**config.mk**
```make
export PLATFORM = sky130hd
export DESIGN_NAME = gsa_ram
export DESIGN_NICKNAME = d
export VERILOG_FILES = /design/src/sv/gsa_ram.sv
export SDC_FILE = /design/constraint.sdc
export NUM_CORES = 2
export LEC_CHECK = 0
export ABC_CLOCK_PERIOD_IN_PS = 3420
export BUFFER_PORTS_ARGS = -buffer_cell sky130_fd_sc_hd__buf_4
export CAP_MARGIN = 20
export CORE_MARGIN = 2
export CORE_UTILIZATION = 55
export DETAILED_ROUTE_END_ITERATION = 16
export PLACE_DENSITY = 0.77
export SLEW_MARGIN = 20
export SYNTH_ARGS = -nofsm -noshare
export SYNTH_HDL_FRONTEND = slang
export SYNTH_SLANG_ARGS = --single-unit
```
**constraint.sdc**
```tcl
create_clock -name clk -period 3.42 [get_ports clk]
set_input_delay 0.171 -clock clk [delete_from_list [all_inputs] [get_ports clk]]
set_output_delay 0.171 -clock clk [all_outputs]
set_load 0.02 [all_outputs]
```
**src/sv/gsa_ram.sv**
```systemverilog
// Generic single-write, single-read RAM with registered, write-first read data.
module gsa_ram #(
	parameter int WIDTH = 8,
	parameter int DEPTH = 256
) (
	input  logic                     clk,
	input  logic                     we,
	input  logic [$clog2(DEPTH)-1:0] waddr,
	input  logic [WIDTH-1:0]         wdata,
	input  logic                     re,
	input  logic [$clog2(DEPTH)-1:0] raddr,
	output logic [WIDTH-1:0]         rdata
);

	logic [WIDTH-1:0] mem [DEPTH];

	always_ff @(posedge clk) begin
		if (we) begin
			mem[waddr] <= wdata;
		end
		if (re) begin
			if (we && (waddr == raddr)) begin
				rdata <= wdata;
			end else begin
				rdata <= mem[raddr];
			end
		end
	end

endmodule

```
Word level (Yosys, flattened, before mapping)
Memories as Yosys holds them, arrays and structs flattened. A register that Yosys moved wholly into a read port is not among the register bits.
Cells that the tools add are included.
- register bits after elaboration: 0
- memory bits (writable): 2048
- output and inout bits: 8
- memories: 1
- memory list (memory ; depth ; bits a word ; read ports ; clocked after memory_dff ; wr ports ; RTL line ; text):
    mem ; 256 ; 8 ; 1 ; 1 ; 1 ; 15 ; logic [WIDTH-1:0] mem [DEPTH];
- multiplexer cells: 2
- operators by type and width (cell ; count):
    $mux 1 ; 2

Logic depth before layout (Yosys ltp)
- word-level depth: 2
- depth in mapped cells: 12

Least setup slack after synthesis
OpenSTA, ideal clock, no wires.
- kind: input port to flip-flop
- from: in raddr[1]
- to: reg rdata[4], read port of mem, data pin
- library setup time: 0.272 ns
- arrival: 2.314 ns
- required time: 3.148 ns
- slack: 0.834 ns
- cell stages on the path: 9
- cell sequence: buf_2 > buf_2 > buf_1 > mux4_2 > a21oi_1 > nor3_1 > or4_1 > a2111oi_0 > a21oi_1
- RTL lines (what ; RTL line ; text):
    start, declared ; 11 ; input logic [$clog2(DEPTH)-1:0] raddr,
    end, declared ; 12 ; output logic [WIDTH-1:0] rdata

==> impl_metrics.toml <==
[cells_and_area]
stdcell_count = 6384
drive_above_1_share_pct = 21.9
final_nets = 4348
multi_input_area_um2 = 16900
final_common_cell = "edfxtp_1"
syn_to_final_growth_pct = 13.1
register_area_um2 = 61700
mostFrequentLayoutCells = "edfxtp_1, mux4_2, mux2i_1"
fillers = 9252

[floorplan]
die_w_um = 385
initial_core_util_pct = 55.5
rows = 139
fp.dieH_um = 385
die-area_um2 = 148000
io_pins = 35
core_area_um2 = 144000

[critical_path]
crit_path_end_kind = "register"
crit-reg2reg-launch = "mem[229][4]"
startpoint_type = "register"
critPathKind = "register to register"
reg2reg_slack_ns = 0.09
rr_worst_depth = 7
r2r-end = "rdata[4]"
crit_fanout = 1
worst_ep_required_time_ns = 3.99
arrival_ns = 3.90

[hold_path]
whs_endpoint = "mem[217][0]"
hold_class = "primary input to register"
min_path_cells = 1
min_from = "wdata[0]"

[clock_tree]
cts-root-buf = "clkbuf_16"
cts.reportedPaths.clkPinSlew_ns = 0.06
clockBufferDepth = 3
cts_tree = "done"
clock-sinks = 2056
cts_buffers = 194
cts_htree_levels = 4
clock_latency_ns = 0.82

[route]
firstDrtPassIters = 8
drt_iter0_drc = 6488
highest_layer = "met5"
met2_length_um = 92700
post_drt_wl_per_cell_um = 30.7
routed-wl-met3_um = 24200
drc = 0
drt-met1-wl_um = 70100
postRouteAntennaNets = 0
dr_total_vias = 42131
viasPerCell = 6.60
wl_um = 196000

[timing]
finalHoldViolCount = 0
clock_skew_ns = 0.0474
drv_slew = 0
max_freq_mhz = 300
fin_tns_setup_ns = 0
grt_setup_unrepaired = "no"
layout_min_cycle_time_ns = 3.33
fin_crit_sh_pct = 97.4
hold_ws_ns = 0.0320
finalSetupViolations = 0
relSlewSlack_pct = 34.5
worstMarginPinSlew_ns = 0.979

[run]
cap_violations = 0

[synthesis]
async_flop_share_pct = 0
yosys_warnings = 0
synth_area_um2 = 79800
syn_inst = 4007
synth_enable_flop_cells = 2056
synth_fp_nets = 4034
ys_seq_area_share_pct = 77.3
synth_ff_type = "edfxtp_1"
avgSynthCellArea_um2 = 19.9
synth-seq-cells = 2056
synth_cell_types = 47

[power_and_ir_drop]
powerDensity_nw_per_um2 = 563
p_leak_nw = 29.0
vdd_drop_max_v = 0.000577

[placement]
hpwl_um = 120000
portBuffers = 34
post-place-cells = 6020
globalplace.congestion = 0.899

[global_routing]
antenna_found_initial = 9
grtUsageTotal_pct = 26.6
first_global_vias = 41558
grt_pass1_wl_um = 285000
overflow = 0
grt_max_degree = 165

[status]
outcome = "completed"
worst max-delay path by stage:
stage                start  endpoint  slack, ns
6_report       mem[229][4]  rdata[4]       0.09
5_1_grt        mem[180][0]  rdata[0]       0.07
3_5_place_dp      raddr[0]  rdata[4]      -0.23
3_3_place_gp      raddr[0]  rdata[0]      -0.29
4_1_cts        mem[229][4]  rdata[4]       0.16
2_1_floorplan     raddr[1]  rdata[4]       0.83
report_power, final:
part	total, mW	internal, mW	switching (mW)
logic	2.65	0.912	1.74
clock network	20.4	11.4	8.98
registers	27.8	27.8	0.0207
total	50.8	40.1	10.7
worst max-delay path, cell delays in order, from the launching register on:
cell       delay (ns)
edfxtp_1         0.37
mux4_2           0.47
a211oi_1         0.33
nor3_1           0.18
or4_1            0.75
a2111oi_1        0.72
buf_4            0.22
a21oi_1          0.06
routing by layer:
| layer | track usage (%) | up-vias |
|---|---|---|
| met2 | 41.2 | 2864 |
| met5 | 0 | - |
| met1 | 36.1 | 21517 |
| met3 | 7.45 | 491 |
| li1 | - | 17247 |
| met4 | 11.0 | 12 |
state kept, by name, indices dropped and copies added, names as in the netlist:
register	count
rdata	8
mem	2048
per-stage QoR:
step | area (µm²) | utilization (%) | worst slack, ns | power, mW
after floorplan | 79800 | - | 0.834 | 29.7
after global placement | 84200 | 58.6 | -0.287 | 30.9
after detailed placement | 84200 | 58.6 | -0.231 | 30.9
after CTS | 90200 | 62.7 | 0.159 | 50.9
after global routing | 90300 | 62.8 | 0.0713 | 52.0
final | 90300 | 62.8 | 0.0894 | 50.8
area by class of cell:
| class | instances | area share (%) |
|---|---|---|
| sequential | 2056 | 68.4 |
| multi-input combinational | 1694 | 18.7 |
| clock buffer | 259 | 5.74 |
| timing repair buffer | 368 | 3.68 |
| tap | 1903 | 2.64 |
| clock inverter | 91 | 0.829 |
| inverter | 7 | 0.0291 |
| antenna | 6 | 0.0166 |
synth_stat cells (8+ instances only):
cell	count	area (µm²)
a211oi_1	43	323
a21oi_1	71	355
a221oi_1	59	517
a22oi_1	98	736
buf_1	20	75.1
buf_2	51	255
buf_4	42	315
buf_6	11	124
clkbuf_1	126	473
edfxtp_1	2056	61700
mux2i_1	315	3150
mux4_2	350	7880
nand2_1	79	297
nand3_1	39	195
nand4_1	26	163
nor2_1	295	1110
nor2b_1	30	188
nor3_1	40	200
o21ai_0	62	310
o221ai_1	39	342
o22ai_1	65	407
o31ai_1	11	82.6
or4_1	8	60.1
timing repair:
item | CTS | global route
setup buffers | 0 | 0
endpoints found under the hold margin | 129 | 56
hold buffers | 5 | 1
endpoints found under the setup margin | 0 | 1
resized for setup | 0 | 1
kinds of logic after synthesis:
| kind of cell | Yosys count | synth area share (%) |
|---|---|---|
| flops | 2056 | 77.3 |
| mux | 665 | 13.8 |
| simple gates | 541 | 2.97 |
| compound gates | 480 | 4.19 |
| buf+inv | 257 | 1.59 |
| xor+xnor | 8 | 0.0878 |
No activity file was read; power rests on OpenSTA's default activity.
