==> config.mk <==
export PLATFORM = sky130hd
export DESIGN_NAME = gsa_ctrl
export DESIGN_NICKNAME = d
export VERILOG_FILES = /design/src/sv/gsa_pkg.sv /design/src/sv/gsa_ctrl.sv
export SDC_FILE = /design/constraint.sdc
export NUM_CORES = 1
export LEC_CHECK = 0
export BUFFER_PORTS_ARGS = -buffer_cell sky130_fd_sc_hd__buf_2
export CORE_AREA = 2 2 151 153
export CTS_BUF_LIST = sky130_fd_sc_hd__clkbuf_8
export CTS_CLUSTER_DIAMETER = 80
export DETAILED_ROUTE_END_ITERATION = 8
export DIE_AREA = 0 0 153 155
export GPL_TIMING_DRIVEN = 1
export PLACE_DENSITY = 0.59
export RECOVER_POWER = 100
export SKIP_CTS_REPAIR_TIMING = 1
export SLEW_MARGIN = 20
export SYNTH_ARGS = -nofsm -noshare
export SYNTH_HDL_FRONTEND = slang
export SYNTH_SLANG_ARGS = --single-unit
==> constraint.sdc <==
create_clock -name clk -period 5 [get_ports clk]
set_input_delay 1 -clock clk [delete_from_list [all_inputs] [get_ports clk]]
set_output_delay 1 -clock clk [all_outputs]
set_load 0.03 [all_outputs]
==> src/sv/gsa_pkg.sv <==
// Shared types, constants and operation codes of the generational slot allocator.
package gsa_pkg;

	localparam int SLOT_COUNT = 256;
	localparam int SLOT_W     = $clog2(SLOT_COUNT);
	localparam int CNT_W      = $clog2(SLOT_COUNT + 1);
	localparam int GEN_W      = 32;
	localparam int PAY_W      = 32;
	localparam int HSLOT_W    = 8;

	localparam logic [1:0] FN_ALLOC   = 2'd0;
	localparam logic [1:0] FN_RESOLVE = 2'd1;
	localparam logic [1:0] FN_REMOVE  = 2'd2;
	localparam logic [1:0] FN_CLEAR   = 2'd3;

	localparam logic [GEN_W-1:0] GEN_MAX = {GEN_W{1'b1}};

	typedef struct packed {
		logic [1:0]         func;
		logic [HSLOT_W-1:0] slot;
		logic [GEN_W-1:0]   generation;
		logic [PAY_W-1:0]   payload;
		logic               payload_present;
	} req_t;

	typedef struct packed {
		logic               ok;
		logic [HSLOT_W-1:0] out_slot;
		logic [GEN_W-1:0]   out_generation;
		logic [PAY_W-1:0]   out_payload;
	} rsp_t;

	// One row of the handle table.
	typedef struct packed {
		logic [GEN_W-1:0] gen;
		logic [PAY_W-1:0] pay;
		logic             occ;
	} tbl_entry_t;

	// A freed slot together with the generation it will be handed out at.
	typedef struct packed {
		logic [SLOT_W-1:0] slot;
		logic [GEN_W-1:0]  gen;
	} stk_entry_t;

	typedef struct packed {
		logic              en;
		logic [SLOT_W-1:0] addr;
		tbl_entry_t        data;
	} tbl_wr_t;

	typedef struct packed {
		logic              en;
		logic [SLOT_W-1:0] addr;
		stk_entry_t        data;
	} stk_wr_t;

endpackage

==> src/sv/gsa_ctrl.sv <==
// Operation logic of the allocator: decides each result and the table and stack updates.
module gsa_ctrl (
	input  logic                         clk,
	input  logic                         arst_n,
	input  logic                         fire,
	input  gsa_pkg::req_t                item,
	input  gsa_pkg::tbl_entry_t          tbl_rd,
	input  gsa_pkg::stk_entry_t          stk_rd,
	output gsa_pkg::rsp_t                result,
	output gsa_pkg::tbl_wr_t             tbl_wr,
	output gsa_pkg::stk_wr_t             stk_wr,
	output logic [gsa_pkg::CNT_W-1:0]    depth_nx
);

	logic [gsa_pkg::CNT_W-1:0] free_depth_q;
	logic [gsa_pkg::CNT_W-1:0] slots_used_q;
	logic [gsa_pkg::CNT_W-1:0] depth_d;
	logic [gsa_pkg::CNT_W-1:0] used_d;
	logic                      live;

	// A handle is live when it lies in the used range, is occupied and matches.
	assign live = (gsa_pkg::CNT_W'(item.slot) < slots_used_q)
		&& (tbl_rd.gen == item.generation) && tbl_rd.occ;

	always_comb begin
		result      = '0;
		tbl_wr      = '0;
		stk_wr      = '0;
		depth_d     = free_depth_q;
		used_d      = slots_used_q;
		tbl_wr.addr = item.slot[gsa_pkg::SLOT_W-1:0];
		stk_wr.addr = free_depth_q[gsa_pkg::SLOT_W-1:0];
		unique case (item.func)
			gsa_pkg::FN_ALLOC: begin
				if (item.payload_present) begin
					if (free_depth_q != '0) begin
						depth_d               = free_depth_q - 1'b1;
						tbl_wr.en             = 1'b1;
						tbl_wr.addr           = stk_rd.slot;
						tbl_wr.data.gen       = stk_rd.gen;
						result.ok             = 1'b1;
						result.out_slot       = gsa_pkg::HSLOT_W'(stk_rd.slot);
						result.out_generation = stk_rd.gen;
					end else if (slots_used_q < gsa_pkg::CNT_W'(gsa_pkg::SLOT_COUNT)) begin
						used_d                = slots_used_q + 1'b1;
						tbl_wr.en             = 1'b1;
						tbl_wr.addr           = slots_used_q[gsa_pkg::SLOT_W-1:0];
						tbl_wr.data.gen       = '0;
						result.ok             = 1'b1;
						result.out_slot       = gsa_pkg::HSLOT_W'(slots_used_q);
						result.out_generation = '0;
					end
					tbl_wr.data.pay = item.payload;
					tbl_wr.data.occ = 1'b1;
				end
			end
			gsa_pkg::FN_RESOLVE: begin
				if (live) begin
					result.ok          = 1'b1;
					result.out_payload = tbl_rd.pay;
				end
			end
			gsa_pkg::FN_REMOVE: begin
				if (live) begin
					result.ok       = 1'b1;
					tbl_wr.en       = 1'b1;
					tbl_wr.data.pay = '0;
					tbl_wr.data.occ = 1'b0;
					if (tbl_rd.gen != gsa_pkg::GEN_MAX) begin
						tbl_wr.data.gen = tbl_rd.gen + 1'b1;
						if (free_depth_q < gsa_pkg::CNT_W'(gsa_pkg::SLOT_COUNT)) begin
							stk_wr.en        = 1'b1;
							stk_wr.data.slot = item.slot[gsa_pkg::SLOT_W-1:0];
							stk_wr.data.gen  = tbl_rd.gen + 1'b1;
							depth_d          = free_depth_q + 1'b1;
						end
					end else begin
						// A slot at the last generation is retired until the next clear.
						tbl_wr.data.gen = tbl_rd.gen;
					end
				end
			end
			gsa_pkg::FN_CLEAR: begin
				depth_d = '0;
				used_d  = '0;
			end
			default: begin
			end
		endcase
		tbl_wr.en = tbl_wr.en && fire;
		stk_wr.en = stk_wr.en && fire;
	end

	assign depth_nx = fire ? depth_d : free_depth_q;

	always_ff @(posedge clk or negedge arst_n) begin
		if (!arst_n) begin
			free_depth_q <= '0;
			slots_used_q <= '0;
		end else if (fire) begin
			free_depth_q <= depth_d;
			slots_used_q <= used_d;
		end
	end

	assert property (@(posedge clk) disable iff (!arst_n)
		free_depth_q <= slots_used_q)
		else $error("free stack deeper than the used range");

	assert property (@(posedge clk) disable iff (!arst_n)
		fire && (item.func == gsa_pkg::FN_CLEAR) |=> (free_depth_q == '0) && (slots_used_q == '0))
		else $error("clear did not empty the table");

	assert property (@(posedge clk) disable iff (!arst_n)
		fire && result.ok && (item.func == gsa_pkg::FN_ALLOC)
		|-> gsa_pkg::CNT_W'(result.out_slot) < used_d)
		else $error("allocated slot outside the used range");

	assert property (@(posedge clk) disable iff (!arst_n)
		stk_wr.en |=> free_depth_q == $past(free_depth_q) + 1'b1)
		else $error("push did not grow the free stack");

endmodule

* Word level (Yosys, flattened, before mapping) *
Cells that the tools add are included.

word-level totals
  word-level logic and storage cells = 61
  bits in registers = 18
  output and inout bits = 205

cells by class
  order comparisons = 3
  reductions and logical operators = 9
  eq/ne operators = 8
  multiplexer cells = 35
  add/subtract/negate cells = 4

operator list
  operator                                          number
  two-way mux 41 bit                                5
  two-way mux 40 bit                                5
  one-hot mux 65 bit (2 select lines)               1
  two-way mux 32 bit                                3
  two-way mux 9 bit                                 9
  two-way mux 74 bit                                1
  two-way mux 65 bit                                1
  adder 32 x 1 -> 32 bit, second input constant     1
  equality test 32 bit                              1
  != test 32 bit, second input constant             1
  one-hot mux 9 bit (3 select lines)                1
  adder 9 x 1 -> 9 bit, second input constant       2
  < comparator 9 bit, second input constant         2
  one-hot mux 9 bit (2 select lines)                1
  < comparator 8 x 9 -> 1 bit                       1
  nonzero test 9 bit                                1
  subtractor 9 x 1 -> 9 bit, second input constant  1
  two-way mux 8 bit                                 1
  != test 2 bit, second input constant              3
  two-way mux 1 bit                                 5
  AND reduction 5 bit                               1
  equality test 2 bit, second input constant        2
  logical AND 1 bit                                 4
  one-hot mux 1 bit (2 select lines)                2
  4 further kinds                                   4

* Longest topological paths before layout *
  word-level depth = 6
  gate-level depth with buffers = 11
  depth with buffers taken out = 9

* Worst setup path before layout *
Ideal clock, no wire load.

  path kind = input-to-output
  start point = in tbl_rd[33] in the netlist's numbering
  end point = out depth_nx[7] in the netlist's numbering
  buffers on the path = 1
  data arrival time = 3.520 ns
  stages = 9
  setup slack = 0.480 ns
  cells stage by stage = ha_1 > nand3_1 > or4_1 > buf_2 > nor4_4 > nor2_2 > nand4_1 > mux2i_1 > o21ai_0

on the way
  word-level cells in the longest chain between the ends = 6
  elaborated cells on any way between the ends = 8
  classes of those cells = 2 x eq/ne; 4 x mux; 2 x reduce/logical

RTL lines
  item                                    RTL line        source
  start: declaration                      gsa_ctrl.sv:7   input gsa_pkg::tbl_entry_t tbl_rd,
  equality test 32 bit                    gsa_ctrl.sv:23  && (tbl_rd.gen == item.generation) && tbl_rd.occ;
  logical AND 1 bit (2 in a row)          gsa_ctrl.sv:23
  two-way mux 9 bit (*)                   gsa_ctrl.sv:64  if (live) begin
  one-hot mux 9 bit (3 select lines) (*)  gsa_ctrl.sv:33  unique case (item.func)
  two-way mux 9 bit (*)                   --
  end: declaration                        gsa_ctrl.sv:12  output logic [gsa_pkg::CNT_W-1:0] depth_nx

Mark *: on every way between the ends. The rest lies on a longest branch, timed or not.

==> summary.txt <==
Status
  – Outcome: finished clean

Worst hold path
  – Hold path depth: 1
  – Hold Crit Class: flop to flop

Timing
  – Worst Skew: 0.00623 ns
  – Post-route setup TNS: 0 ns
  – Hold Worst Slack: ~0.53 ns
  – Fmax achieved: slightly above 200 MHz
  – Endpoints failing hold: 0
  – Worst Tran Pin Value: 1.44 ns
  – Slew HR: 3.87%
  – RSZ-0062 raised after global routing: false
  – Setup Viol. Count Final: 0
  – Tcrit/Tclk final: 96.7%
  – Min Tclk post-route: ~4.8 ns
  – Max-slew violation count: 0

Drt
  – Detailed-route wire length: 22.4 mm
  – Wirelength per Cell: 18.0 um
  – Via density: ~4.7
  – Iteration count of the initial detailed-routing pass: 5
  – DRT antenna net count: 0
  – DRC: 0
  – Via Count: 5882
  – Initial DRC count: 396

Setup path
  – Crit path kind: input pin to primary output
  – CP arrival: 3.83 ns
  – Crit start category: input pin
  – Register-to-Register Path Depth: 7
  – Crit path capture type: primary output
  – Crit path required time: ~4 ns
  – Reg2reg setup slack: 1.18 ns
  – CP Max Fanout: 37

Die
  – Die ar.: 0.0237 mm2
  – Ports: 388
  – Core ar.: 0.0222 mm2
  – Rows: 55
  – Die Span X: 153 um
  – Initial Utilization: a little under a fifth
  – Die extent in y: 155 um

Placed design
  – DP Cell Count: around 1.2k
  – Area post-placement: 0.00633 mm2
  – Routability cong.: 0.869
  – Buffers added on ports: slightly below 400
  – DP HPWL: 18.7 mm

Cells and area
  – Fin nets: 1162
  – Final instance area: 0.00622 mm2
  – Area growth from synthesis to layout: 49.6%
  – Reg area: 450 um2
  – Fill count: 2556
  – Layout cells sized above 1: 33.1%
  – Fin cells: 1249
  – Area of the multi-input gates: 0.00336 mm2

GRT
  – First-pass GRT wire length: roughly 32 mm
  – Remaining global-route overflow: 0
  – Number of global-route vias before repair: 5497
  – Largest net degree at the start of global routing: 52
  – GRT Util Overall: approximately 17%
  – Initial antenna violation count: 2

Yosys
  – Post-Syn Instances: 611
  – Mapped cell area: slightly above 0.004 mm2
  – Synth top area share: 16.6%
  – Synthesized area per cell: just under 7 um2
  – Primary FF master, synth: dfrtp_1
  – Area leader, netlist: and3_1
  – Synth area leaders: and3_1, dfrtp_1, xor2_1
  – Yosys warnings: 0
  – Synth async-reset ratio: 100%
  – Synthesized Nets: about 810
  – Seq/Total Area, Yosys: 10.8%
  – Number of synthesized flops with an enable pin: 0
  – Netlist cell types: 51
  – Yosys reg bits: 18

Clock tree
  – Root buffer cell: clkbuf_8
  – Num CTS Buffers: 3
  – Bufs on Longest Clock Path: 2
  – CTS tree: yes
  – H-tree depth: 1
  – CTS clock-pin slew for the worst setup and hold paths: approximately 0.07 ns
  – Skew-Pair Late Insertion Delay: 0.26 ns
  – CTS Sinks: 18

Flow run
  – Max-cap violations: 0

Power
  – Leakage: 3.40 nW
  – Pwr/cell area: 207 mW/mm2
  – Max VDD drop: around 0.21 mV
cell families (layout without fill, tap and decap cells):
logic type / count (synthesis) / after routing / synth area share (%)
DFF: 18 / 18 / 10.8
buffers and inverters: 76 / 427 / 7.89
other: 0 / 2 / 0
AOI/OAI and AO/OA: 105 / 105 / 17.2
adders and majority gates: 15 / 15 / 4.52
muxes: 11 / 11 / 2.74
xor gates and xnor gates: 63 / 63 / 13.3
and+or+nand+nor: 323 / 323 / 43.6
metrics by stage:
| step | util [%] | setup WS [ns] | total power, mW |
|---|---|---|---|
| 3_5_place_dp | 28.5 | 0.204 | 1.21 |
| 4_1_cts | 28.7 | 0.192 | 1.32 |
| 5_1_grt | 28.0 | 0.0313 | 1.39 |
| 3_3_place_gp | 28.5 | 0.211 | 1.20 |
| 2_1_floorplan | - | 0.480 | 0.919 |
| 6_report | 28.0 | 0.165 | 1.28 |
critical path, stage by stage:
cell and delay (ns):
buf_2 0.15, xor2_1 0.17, nor4_1 0.58, nand4_1 0.29, nor3_1 0.38, buf_4 0.23, and2_1 0.21, clkbuf_4 0.37
and3_1 0.23, clkbuf_2 0.21
cells in the final DEF, fill, tap and decap left out, types with 17 or more instances in the layout:
master,synthesis,layout
nand4_1,17,17
nand2_1,24,25
o21bai_1,27,27
dfrtp_1,18,18
buf_2,4,190
nor2b_1,17,17
clkbuf_2,0,91
and2_1,20,20
inv_1,19,19
a21oi_1,18,18
and3_1,110,110
nand3_1,17,17
nor2_1,66,67
o21ai_0,24,25
xor2_1,49,49
clkbuf_1,44,106
cells in the mapped netlist, types with 10 or more instances:
master,n
and3_1,110
nor2_1,66
xor2_1,49
clkbuf_1,44
o21bai_1,27
nand2_1,24
o21ai_0,24
and2_1,20
inv_1,19
a21oi_1,18
dfrtp_1,18
nand3_1,17
nand4_1,17
nor2b_1,17
ha_1,15
nor3_1,15
xnor2_1,14
a21o_1,10
cell type report:
cell class                      instances  share of cell area, %
Sequential cell                        18                   7.25
Inverter                               19                   1.15
Clock buffer                            3                  0.664
Tap cell                              285                   5.74
Timing Repair Buffer                  405                   31.1
Antenna cell                            2                 0.0805
Multi-Input combinational cell        517                   54.0
where the power goes:
| part | internal [mW] | switching (mW) | leakage, nW |
|---|---|---|---|
| clock network | 0.0536 | 0.0500 | 0.0216 |
| registers | 0.184 | 0.0735 | 0.242 |
| logic | 0.277 | 0.646 | 3.14 |
| total | 0.515 | 0.770 | 3.40 |
worst paths after layout:
check / startpoint / to
setup / recovery: tbl_rd[63] / result[4]
hold / removal: slots_used_q[4] / slots_used_q[4]
setup reg to reg: free_depth_q[3] / slots_used_q[7]
hold reg to reg: slots_used_q[4] / slots_used_q[4]
max in group asynchronous: arst_n / slots_used_q[5]
min in group asynchronous: arst_n / free_depth_q[0]
routing by layer:
metal	track usage, %	vias up	share of wire [%]
li1	-	2852	-
met1	21.6	2733	42
met2	32.7	281	51
met3	1.81	16	6.0
met4	3.57	0	1.5
met5	0	-	0
sequential cells by signal, indices dropped and copies added (netlist names):
register	cells
free_depth_q	9
slots_used_q	9
(Power assumes the default switching activity.)
